$ cat src/rtl/core/bhq_pkg.sv
// Shared types and constants for the binary min-heap queue.
// No dependencies; imported by every module of the block but bhq_ram.
package bhq_pkg;

    localparam int DEF_CAPACITY = 64;
    localparam int ID_W         = 8;
    localparam int KEY_W        = 16;
    localparam int ENTRY_W      = ID_W + KEY_W;

    typedef enum logic {
        OP_PUSH    = 1'b0,
        OP_EXTRACT = 1'b1
    } op_t;

    // id in the upper bits, key in the lower bits
    typedef struct packed {
        logic [ID_W-1:0]  id;
        logic [KEY_W-1:0] key;
    } entry_t;

    typedef struct packed {
        logic is_empty;
        logic is_full;
        logic refused;
    } flags_t;

endpackage

$ cat src/rtl/core/bhq_ram.sv
// Generic simple dual-port RAM, one write and one registered read per cycle.
// No dependencies.
module bhq_ram #(
    parameter int WIDTH = 24,
    parameter int DEPTH = 64,
    localparam int AW   = (DEPTH > 1) ? $clog2(DEPTH) : 1
) (
    input  logic             clk,
    input  logic             we,
    input  logic [AW-1:0]    waddr,
    input  logic [WIDTH-1:0] wdata,
    input  logic [AW-1:0]    raddr,
    output logic [WIDTH-1:0] rdata
);

    logic [WIDTH-1:0] mem [DEPTH];

    always_ff @(posedge clk)
    begin
        if (we)
        begin
            mem[waddr] <= wdata;
        end
        rdata <= mem[raddr];
    end

endmodule

$ cat src/rtl/core/bhq_ctrl.sv
// Heap sequencer: sift-up / sift-down over one RAM port pair, one level per step.
// Depends on bhq_pkg and bhq_ram.
module bhq_ctrl #(
    parameter int  CAPACITY = bhq_pkg::DEF_CAPACITY,
    localparam int CW       = $clog2(CAPACITY + 1)
) (
    input  logic             clk,
    input  logic             rst_n,
    input  logic             in_valid,
    output logic             in_ready,
    input  bhq_pkg::op_t     in_op,
    input  bhq_pkg::entry_t  in_entry,
    output logic             res_valid,
    input  logic             res_ready,
    output bhq_pkg::entry_t  res_entry,
    output logic [CW-1:0]    res_count,
    output bhq_pkg::flags_t  res_flags
);

    import bhq_pkg::*;

    localparam int AW = $clog2(CAPACITY);

    typedef enum logic [2:0] {
        S_IDLE,
        S_UP_CMP,
        S_FIN,
        S_DN_LOAD,
        S_DN_L,
        S_DN_R,
        S_DN_CMP,
        S_DONE
    } state_t;

    state_t          state_reg, state_next;
    logic [CW-1:0]   count_reg, count_next;
    logic [CW-1:0]   s_reg, s_next;
    entry_t          x_reg, x_next;
    entry_t          c_reg, c_next;
    entry_t          root_reg, root_next;
    entry_t          ext_reg, ext_next;
    logic            push_reg, push_next;
    logic            refused_reg, refused_next;

    logic            ram_we;
    logic [CW-1:0]   wslot;
    entry_t          wdata;
    logic [CW:0]     rslot;
    logic [CW-1:0]   wdec;
    logic [CW:0]     rdec;
    logic [ENTRY_W-1:0] rdata_raw;
    entry_t          rd;

    logic [CW:0]     n_w;
    logic [CW:0]     l_w;
    logic [CW:0]     r_w;
    logic [CW-1:0]   parent;
    entry_t          cand;
    logic [CW:0]     cidx_w;
    logic [CW:0]     nl_w;
    logic            is_full;

    assign wdec = wslot - CW'(1);
    assign rdec = rslot - (CW+1)'(1);
    assign rd   = entry_t'(rdata_raw);

    bhq_ram #(
        .WIDTH(ENTRY_W),
        .DEPTH(CAPACITY)
    ) u_ram (
        .clk   (clk),
        .we    (ram_we),
        .waddr (wdec[AW-1:0]),
        .wdata (wdata),
        .raddr (rdec[AW-1:0]),
        .rdata (rdata_raw)
    );

    assign n_w     = {1'b0, count_reg};
    assign l_w     = {s_reg, 1'b0};
    assign r_w     = l_w + (CW+1)'(1);
    assign parent  = s_reg >> 1;
    assign is_full = (count_reg == CW'(CAPACITY));

    // right child wins a key tie
    always_comb
    begin
        if (state_reg == S_DN_R && !(c_reg.key < rd.key))
        begin
            cand   = rd;
            cidx_w = r_w;
        end
        else
        begin
            cand   = c_reg;
            cidx_w = l_w;
        end
    end

    assign nl_w = {cidx_w[CW-1:0], 1'b0};

    always_comb
    begin
        state_next   = state_reg;
        count_next   = count_reg;
        s_next       = s_reg;
        x_next       = x_reg;
        c_next       = c_reg;
        ext_next     = ext_reg;
        push_next    = push_reg;
        refused_next = refused_reg;
        ram_we       = 1'b0;
        wslot        = s_reg;
        wdata        = x_reg;
        rslot        = (CW+1)'(1);

        case (state_reg)
            S_IDLE:
            begin
                if (in_valid)
                begin
                    refused_next = 1'b0;
                    push_next    = (in_op == OP_PUSH);
                    if (in_op == OP_PUSH)
                    begin
                        if (is_full)
                        begin
                            refused_next = 1'b1;
                            state_next   = S_DONE;
                        end
                        else
                        begin
                            count_next = count_reg + CW'(1);
                            s_next     = count_reg + CW'(1);
                            x_next     = in_entry;
                            if (count_reg == '0)
                            begin
                                ram_we     = 1'b1;
                                wslot      = CW'(1);
                                wdata      = in_entry;
                                state_next = S_DONE;
                            end
                            else
                            begin
                                rslot      = {1'b0, (count_reg + CW'(1)) >> 1};
                                state_next = S_UP_CMP;
                            end
                        end
                    end
                    else
                    begin
                        if (count_reg == '0)
                        begin
                            refused_next = 1'b1;
                            ext_next     = '0;
                            state_next   = S_DONE;
                        end
                        else
                        begin
                            ext_next   = root_reg;
                            count_next = count_reg - CW'(1);
                            if (count_reg == CW'(1))
                            begin
                                state_next = S_DONE;
                            end
                            else
                            begin
                                rslot      = n_w;
                                state_next = S_DN_LOAD;
                            end
                        end
                    end
                end
            end

            S_UP_CMP:
            begin
                ram_we = 1'b1;
                if (rd.key > x_reg.key)
                begin
                    wdata  = rd;
                    s_next = parent;
                    if (parent == CW'(1))
                    begin
                        state_next = S_FIN;
                    end
                    else
                    begin
                        rslot = {1'b0, parent >> 1};
                    end
                end
                else
                begin
                    state_next = S_DONE;
                end
            end

            S_FIN:
            begin
                ram_we     = 1'b1;
                state_next = S_DONE;
            end

            S_DN_LOAD:
            begin
                x_next = rd;
                s_next = CW'(1);
                if ((CW+1)'(2) <= n_w)
                begin
                    rslot      = (CW+1)'(2);
                    state_next = S_DN_L;
                end
                else
                begin
                    ram_we     = 1'b1;
                    wslot      = CW'(1);
                    wdata      = rd;
                    state_next = S_DONE;
                end
            end

            S_DN_L:
            begin
                c_next = rd;
                if (r_w <= n_w)
                begin
                    rslot      = r_w;
                    state_next = S_DN_R;
                end
                else
                begin
                    state_next = S_DN_CMP;
                end
            end

            S_DN_R,
            S_DN_CMP:
            begin
                ram_we = 1'b1;
                if (cand.key < x_reg.key)
                begin
                    wdata  = cand;
                    s_next = cidx_w[CW-1:0];
                    if (nl_w <= n_w)
                    begin
                        rslot      = nl_w;
                        state_next = S_DN_L;
                    end
                    else
                    begin
                        state_next = S_FIN;
                    end
                end
                else
                begin
                    state_next = S_DONE;
                end
            end

            S_DONE:
            begin
                if (res_ready)
                begin
                    state_next = S_IDLE;
                end
            end

            default:
            begin
                state_next = S_IDLE;
            end
        endcase
    end

    // root copy follows every write to slot one
    always_comb
    begin
        root_next = root_reg;
        if (ram_we && wslot == CW'(1))
        begin
            root_next = wdata;
        end
    end

    always_ff @(posedge clk or negedge rst_n)
    begin
        if (!rst_n)
        begin
            state_reg   <= S_IDLE;
            count_reg   <= '0;
            s_reg       <= '0;
            x_reg       <= '0;
            c_reg       <= '0;
            root_reg    <= '0;
            ext_reg     <= '0;
            push_reg    <= 1'b0;
            refused_reg <= 1'b0;
        end
        else
        begin
            state_reg   <= state_next;
            count_reg   <= count_next;
            s_reg       <= s_next;
            x_reg       <= x_next;
            c_reg       <= c_next;
            root_reg    <= root_next;
            ext_reg     <= ext_next;
            push_reg    <= push_next;
            refused_reg <= refused_next;
        end
    end

    assign in_ready           = (state_reg == S_IDLE);
    assign res_valid          = (state_reg == S_DONE);
    assign res_entry          = push_reg ? root_reg : ext_reg;
    assign res_count          = count_reg;
    assign res_flags.is_empty = (count_reg == '0);
    assign res_flags.is_full  = is_full;
    assign res_flags.refused  = refused_reg;

endmodule

$ cat src/rtl/core/binary_min_heap_queue_top.sv
// Binary min-heap priority queue, top level: stream ports and output register.
// Depends on bhq_pkg, bhq_ctrl (and bhq_ram below it).
//
//  channel  | dir | tdata                                      | tuser
//  ---------+-----+--------------------------------------------+------
//  s_axis   | in  | item_id, item_key                          | op
//  m_axis   | out | min_id, min_key, count, is_empty, is_full, | -
//           |     | refused                                    |
//
// One word at a time. A push climbs from the new leaf toward the root; an extract loads
// the last entry, then descends from the root, reading the left and, where present, right
// child at each level. The single RAM read port serializes these reads. The result sits
// in an output register, so the next word is taken while it waits. s_tready drops from
// acceptance until the result is handed to the register.
// Reset empties the heap; RAM contents are not cleared.
module binary_min_heap_queue_top #(
    parameter int  CAPACITY = bhq_pkg::DEF_CAPACITY,
    localparam int CW       = $clog2(CAPACITY + 1),
    localparam int OUT_BITS = bhq_pkg::ENTRY_W + CW + 3,
    localparam int OUT_W    = ((OUT_BITS + 7) / 8) * 8
) (
    input  logic                          clk,
    input  logic                          rst_n,
    input  logic                          s_tvalid,
    output logic                          s_tready,
    input  logic [bhq_pkg::ENTRY_W-1:0]   s_tdata,   // item_id, item_key
    input  logic                          s_tuser,   // op
    output logic                          m_tvalid,
    input  logic                          m_tready,
    output logic [OUT_W-1:0]              m_tdata    // min_id, min_key, count,
                                                     // is_empty, is_full, refused, pad
);

    import bhq_pkg::*;

    logic            res_valid;
    logic            res_ready;
    entry_t          res_entry;
    logic [CW-1:0]   res_count;
    flags_t          res_flags;
    entry_t          in_entry;

    logic              m_valid_reg, m_valid_next;
    logic [OUT_W-1:0]  m_data_reg, m_data_next;

    assign in_entry.id  = s_tdata[ID_W-1:0];
    assign in_entry.key = s_tdata[ENTRY_W-1:ID_W];

    bhq_ctrl #(
        .CAPACITY(CAPACITY)
    ) u_ctrl (
        .clk       (clk),
        .rst_n     (rst_n),
        .in_valid  (s_tvalid),
        .in_ready  (s_tready),
        .in_op     (op_t'(s_tuser)),
        .in_entry  (in_entry),
        .res_valid (res_valid),
        .res_ready (res_ready),
        .res_entry (res_entry),
        .res_count (res_count),
        .res_flags (res_flags)
    );

    assign res_ready = !m_valid_reg || m_tready;

    always_comb
    begin
        m_valid_next = m_valid_reg;
        m_data_next  = m_data_reg;
        if (res_ready)
        begin
            m_valid_next = res_valid;
            if (res_valid)
            begin
                m_data_next = OUT_W'({res_flags.refused, res_flags.is_full,
                                      res_flags.is_empty, res_count,
                                      res_entry.key, res_entry.id});
            end
        end
    end

    always_ff @(posedge clk or negedge rst_n)
    begin
        if (!rst_n)
        begin
            m_valid_reg <= 1'b0;
            m_data_reg  <= '0;
        end
        else
        begin
            m_valid_reg <= m_valid_next;
            m_data_reg  <= m_data_next;
        end
    end

    assign m_tvalid = m_valid_reg;
    assign m_tdata  = m_data_reg;

endmodule

$ cat config.mk
export PLATFORM = sky130hd
export DESIGN_NAME = binary_min_heap_queue_top
export DESIGN_NICKNAME = d
export VERILOG_FILES = /design/src/rtl/core/bhq_pkg.sv /design/src/rtl/core/bhq_ram.sv /design/src/rtl/core/bhq_ctrl.sv /design/src/rtl/core/binary_min_heap_queue_top.sv
export SDC_FILE = /design/constraint.sdc
export NUM_CORES = 2
export LEC_CHECK = 0
export ABC_AREA = 1
export BUFFER_PORTS_ARGS = -buffer_cell sky130_fd_sc_hd__buf_2
export CORE_ASPECT_RATIO = 0.9
export CORE_UTILIZATION = 55
export CTS_CLUSTER_DIAMETER = 120
export CTS_CLUSTER_SIZE = 30
export DETAILED_ROUTE_END_ITERATION = 16
export PLACE_DENSITY = 0.78
export SLEW_MARGIN = 0
export SYNTH_ARGS = -nofsm -noshare
export SYNTH_HDL_FRONTEND = slang
export SYNTH_SLANG_ARGS = --single-unit
$ cat constraint.sdc
create_clock -name clk -period 8.28 [get_ports clk]
set_input_delay 0 -clock clk [delete_from_list [all_inputs] [get_ports clk]]
set_output_delay 0 -clock clk [all_outputs]
set_load 0.02 [all_outputs]
==> results.py <==
metrics = {
    "routing": {
        "wl_um": 224000,
        "drt-initial-drc-count": 8890,
        "drtAntennaViolNets": 0,
        "vias": 56900,
        "avgRoutedWirePerCell_um": 24.2,
        "detail_route.vias_per_cell": 6.13,
        "remaining_routing_drc_violations": 0,
        "drt-pass1-iter-count": 9,
    },
    "layout": {
        "largest_reg_flops": 1536,
        "fill_cells": 10800,
        "final_cells": 9278,
        "finalInstanceArea_um2": 83300,
        "top_register": "u_ctrl.u_ram.mem",
        "multi_input_comb_area_um2": 21600,
        "drive_above_1_share_pct": 6.60,
        "syn_to_final_growth_pct": 6.98,
        "finalNetCount": 7480,
        "regArea_um2": 50400,
    },
    "sta": {
        "maxSlewHeadroom_pct": 15.6,
        "clock.fmax_mhz": 130,
        "setup_viol_count_final": 0,
        "finalCriticalPeriod_ps": 7660,
        "worst_pin_slew_ps": 1270,
        "finalWorstSetupSlack_ps": 616,
        "timing.clock.skew_ps": 52.4,
        "rsz0062_at_grt": "no",
        "period_utilization_post_route_pct": 92.6,
        "maxSlewViolCount": 0,
        "finalHoldViolCount": 0,
        "setup_total_negative_slack_ps": 0,
    },
    "place": {
        "placed_cell_areas_um2": 81000,
        "hpwl_um": 126000,
        "io_buffers": 64,
        "preCtsSetupSlack_ps": 679,
        "placed_cells": 9134,
        "routabilityCongestion": 0.922,
    },
    "global_routing": {
        "grt_remaining_overflow": 0,
        "grt_antenna_before_repair": 10,
        "grt.total_usage_pct": 30.9,
        "grt_start_max_net_pins": 211,
        "wire_length_of_the_first_global_routing_pass_um": 333000,
        "number_of_global_route_vias_before_repair": 53700,
    },
    "critical_path": {
        "arrival_ps": 8300,
        "cpLargestDelayFamily": "simple AND/OR/NAND/NOR gates",
        "cp_common_cell": "sky130_fd_sc_hd__nand2_1",
        "cp-end-kind": "flop",
        "timing.critical_path.required_ps": 8920,
        "critPathBufInv": 8,
        "critical_path_peak_fanout": 48,
        "critPathMaxStageDelay_ps": 860,
        "classification_of_the_worst_setup_path": "flop to flop",
        "critPathLaunchType": "flop",
        "regToRegSetupSlack_ps": 620,
        "rr_endpoint": "u_ctrl.u_ram.rdata[21]$_DFF_P_",
        "crit_slowest_cell": "sky130_fd_sc_hd__dfxtp_1",
        "worstRegToRegCells": 31,
        "r2r_path_start": "u_ctrl.u_ram.rdata[7]$_DFF_P_",
    },
    "synth": {
        "synth_cell_types": 51,
        "ys_dominant_reg_cell": "sky130_fd_sc_hd__edfxtp_1",
        "average_instance_area_after_synthesis_um2": 10.4,
        "ys_ff_latch": 1710,
        "post-synth-top-area-fraction_pct": 59.3,
        "biggest_area_consumer_among_synthesized_cells": "sky130_fd_sc_hd__edfxtp_1",
        "number_of_flops_mapped_to_enable_cells_by_yosys": 1536,
        "synth_cells": 7476,
        "synth_warnings": 0,
        "syn-cell-area_um2": 77800,
        "synth.area.top_cells": "sky130_fd_sc_hd__edfxtp_1, sky130_fd_sc_hd__nand3_1, sky130_fd_sc_hd__nand2_1",
        "synth-async-reset-ratio_pct": 8.77,
        "synth.yosys.seq_area_share_pct": 64.7,
    },
    "cts": {
        "cts.sinks": 1710,
        "cts_root_buffer": "sky130_fd_sc_hd__clkbuf_16",
        "cts-buffers-inserted": 67,
        "clock_insertion_delay_worst_skew_ps": 730,
        "cts_htree_levels": 3,
        "clk_path_buf_depth": 3,
        "tritoncts_clock_tree": "done",
        "cts.reportedPaths.clkPinSlew_ps": 130,
        "post-cts-setup-buffer-count": 0,
    },
    "min_path": {
        "holdPathStages": 5,
        "hold_path_startpoint": "m_tready",
        "worst_hold_path.endpoint": "m_tvalid$_DFFE_PN0P_",
        "worstHoldPathType": "primary input to flop",
    },
    "run": {
        "cap_viol_max_count": 0,
    },
    "die": {
        "dieArea_um2": 143000,
        "dieHeight_um": 359,
        "std_cell_rows": 130,
        "floorplan_core_area_um2": 140000,
        "design.portCount": 71,
        "initial_utilization_pct": 55.6,
        "die_w_um": 399,
    },
    "outcome": {
        "run_status": "completed",
    },
}
[worst max path at each step]
stage	from	end	slack, ps	depth (start not counted)
floorplan	u_ctrl.u_ram.rdata[5]$_DFF_P_	u_ctrl.u_ram.mem[0][16]$_DFFE_PP_	2010	20
global placement	u_ctrl.u_ram.rdata[7]$_DFF_P_	u_ctrl.u_ram.rdata[21]$_DFF_P_	670	33
detailed placement	u_ctrl.u_ram.rdata[7]$_DFF_P_	u_ctrl.u_ram.rdata[21]$_DFF_P_	680	33
CTS	u_ctrl.u_ram.rdata[7]$_DFF_P_	u_ctrl.u_ram.rdata[21]$_DFF_P_	560	33
global route	u_ctrl.u_ram.rdata[7]$_DFF_P_	u_ctrl.u_ram.rdata[21]$_DFF_P_	170	33
finish	u_ctrl.u_ram.rdata[7]$_DFF_P_	u_ctrl.u_ram.rdata[21]$_DFF_P_	620	31
[tightest hold or removal path, delay by kind of cell]
kind          cells  cell delay, ps
buf+inv           3             680
simple gates      2              90
[cell usage after synthesis, drive strengths merged, types with 24 or more instances]
library cell     n
buf            272
dfrtp          150
nand2         1345
clkbuf         207
nand3         1612
o211ai          30
a31oi           39
dfxtp           24
o21ai          231
edfxtp        1536
nor2           184
inv           1121
nand3b         480
ha              65
a21oi           68
[metal layers]
layer,GRT usage (%),wire [um],vias up
li1,-,-,25100
met1,41.6,81300,27100
met2,45.2,97700,3905
met3,8.71,31100,696
met4,17.5,14200,2
met5,0,12,-
[cells in the final DEF, fill, tap and decap left out, types with 24 or more instances in the layout]
cell and instances:
sky130_fd_sc_hd__buf_12 41, sky130_fd_sc_hd__ha_1 64, sky130_fd_sc_hd__a31oi_1 39, sky130_fd_sc_hd__dfxtp_1 24
sky130_fd_sc_hd__clkbuf_16 69, sky130_fd_sc_hd__nand3_1 1611, sky130_fd_sc_hd__dlygate4sd3_1 29, sky130_fd_sc_hd__nor2_2 71
sky130_fd_sc_hd__edfxtp_1 1536, sky130_fd_sc_hd__o211ai_1 30, sky130_fd_sc_hd__o21ai_0 229, sky130_fd_sc_hd__dfrtp_1 150
sky130_fd_sc_hd__nand3b_1 480, sky130_fd_sc_hd__clkbuf_1 38, sky130_fd_sc_hd__a21oi_1 67, sky130_fd_sc_hd__nor2_1 111
sky130_fd_sc_hd__buf_4 179, sky130_fd_sc_hd__inv_1 1108, sky130_fd_sc_hd__buf_2 63, sky130_fd_sc_hd__nand2_1 1337
[layout make-up]
cell class | count | area share (%)
Antenna cell | 2 | 0.00601
Timing Repair Buffer | 315 | 3.39
Sequential cell | 1710 | 60.5
Clock inverter | 4 | 0.0586
Clock buffer | 107 | 2.25
Inverter | 1122 | 5.07
Multi-Input combinational cell | 4170 | 26.0
Tap cell | 1848 | 2.78
[logic make-up (layout without fill, tap and decap cells)]
family                     after synthesis  after routing  synth area share (%)
xor gates and xnor gates                13             13                 0.166
DFF                                   1710           1710                  64.7
and+or+nand+nor                       3649           3649                  22.6
buffers and inverters                 1601           1548                  8.18
other                                    1              8               0.00482
adders and majority gates               65             65                  1.05
AOI/OAI and AO/OA                      437            437                  3.26
[metrics by stage]
| step | hold slack, ps | util (%) |
|---|---|---|
| final | 74.1 | 59.4 |
| after global routing | 85.4 | 59.4 |
| after CTS | 34.4 | 59.4 |
| after detailed placement | 76.1 | 57.8 |
| after global placement | 70.6 | 57.8 |
| after floorplan | -296 | - |
[timing repair]
item / in CTS / in global routing
hold buffers: 30 / 0
endpoints found under the setup margin: 0 / 1
gates resized for setup: 0 / 1
endpoints found under the hold margin: 109 / 0
Power is not shown: default switching activity piles up to over one toggle a cycle in this logic, so the estimate is an artifact.
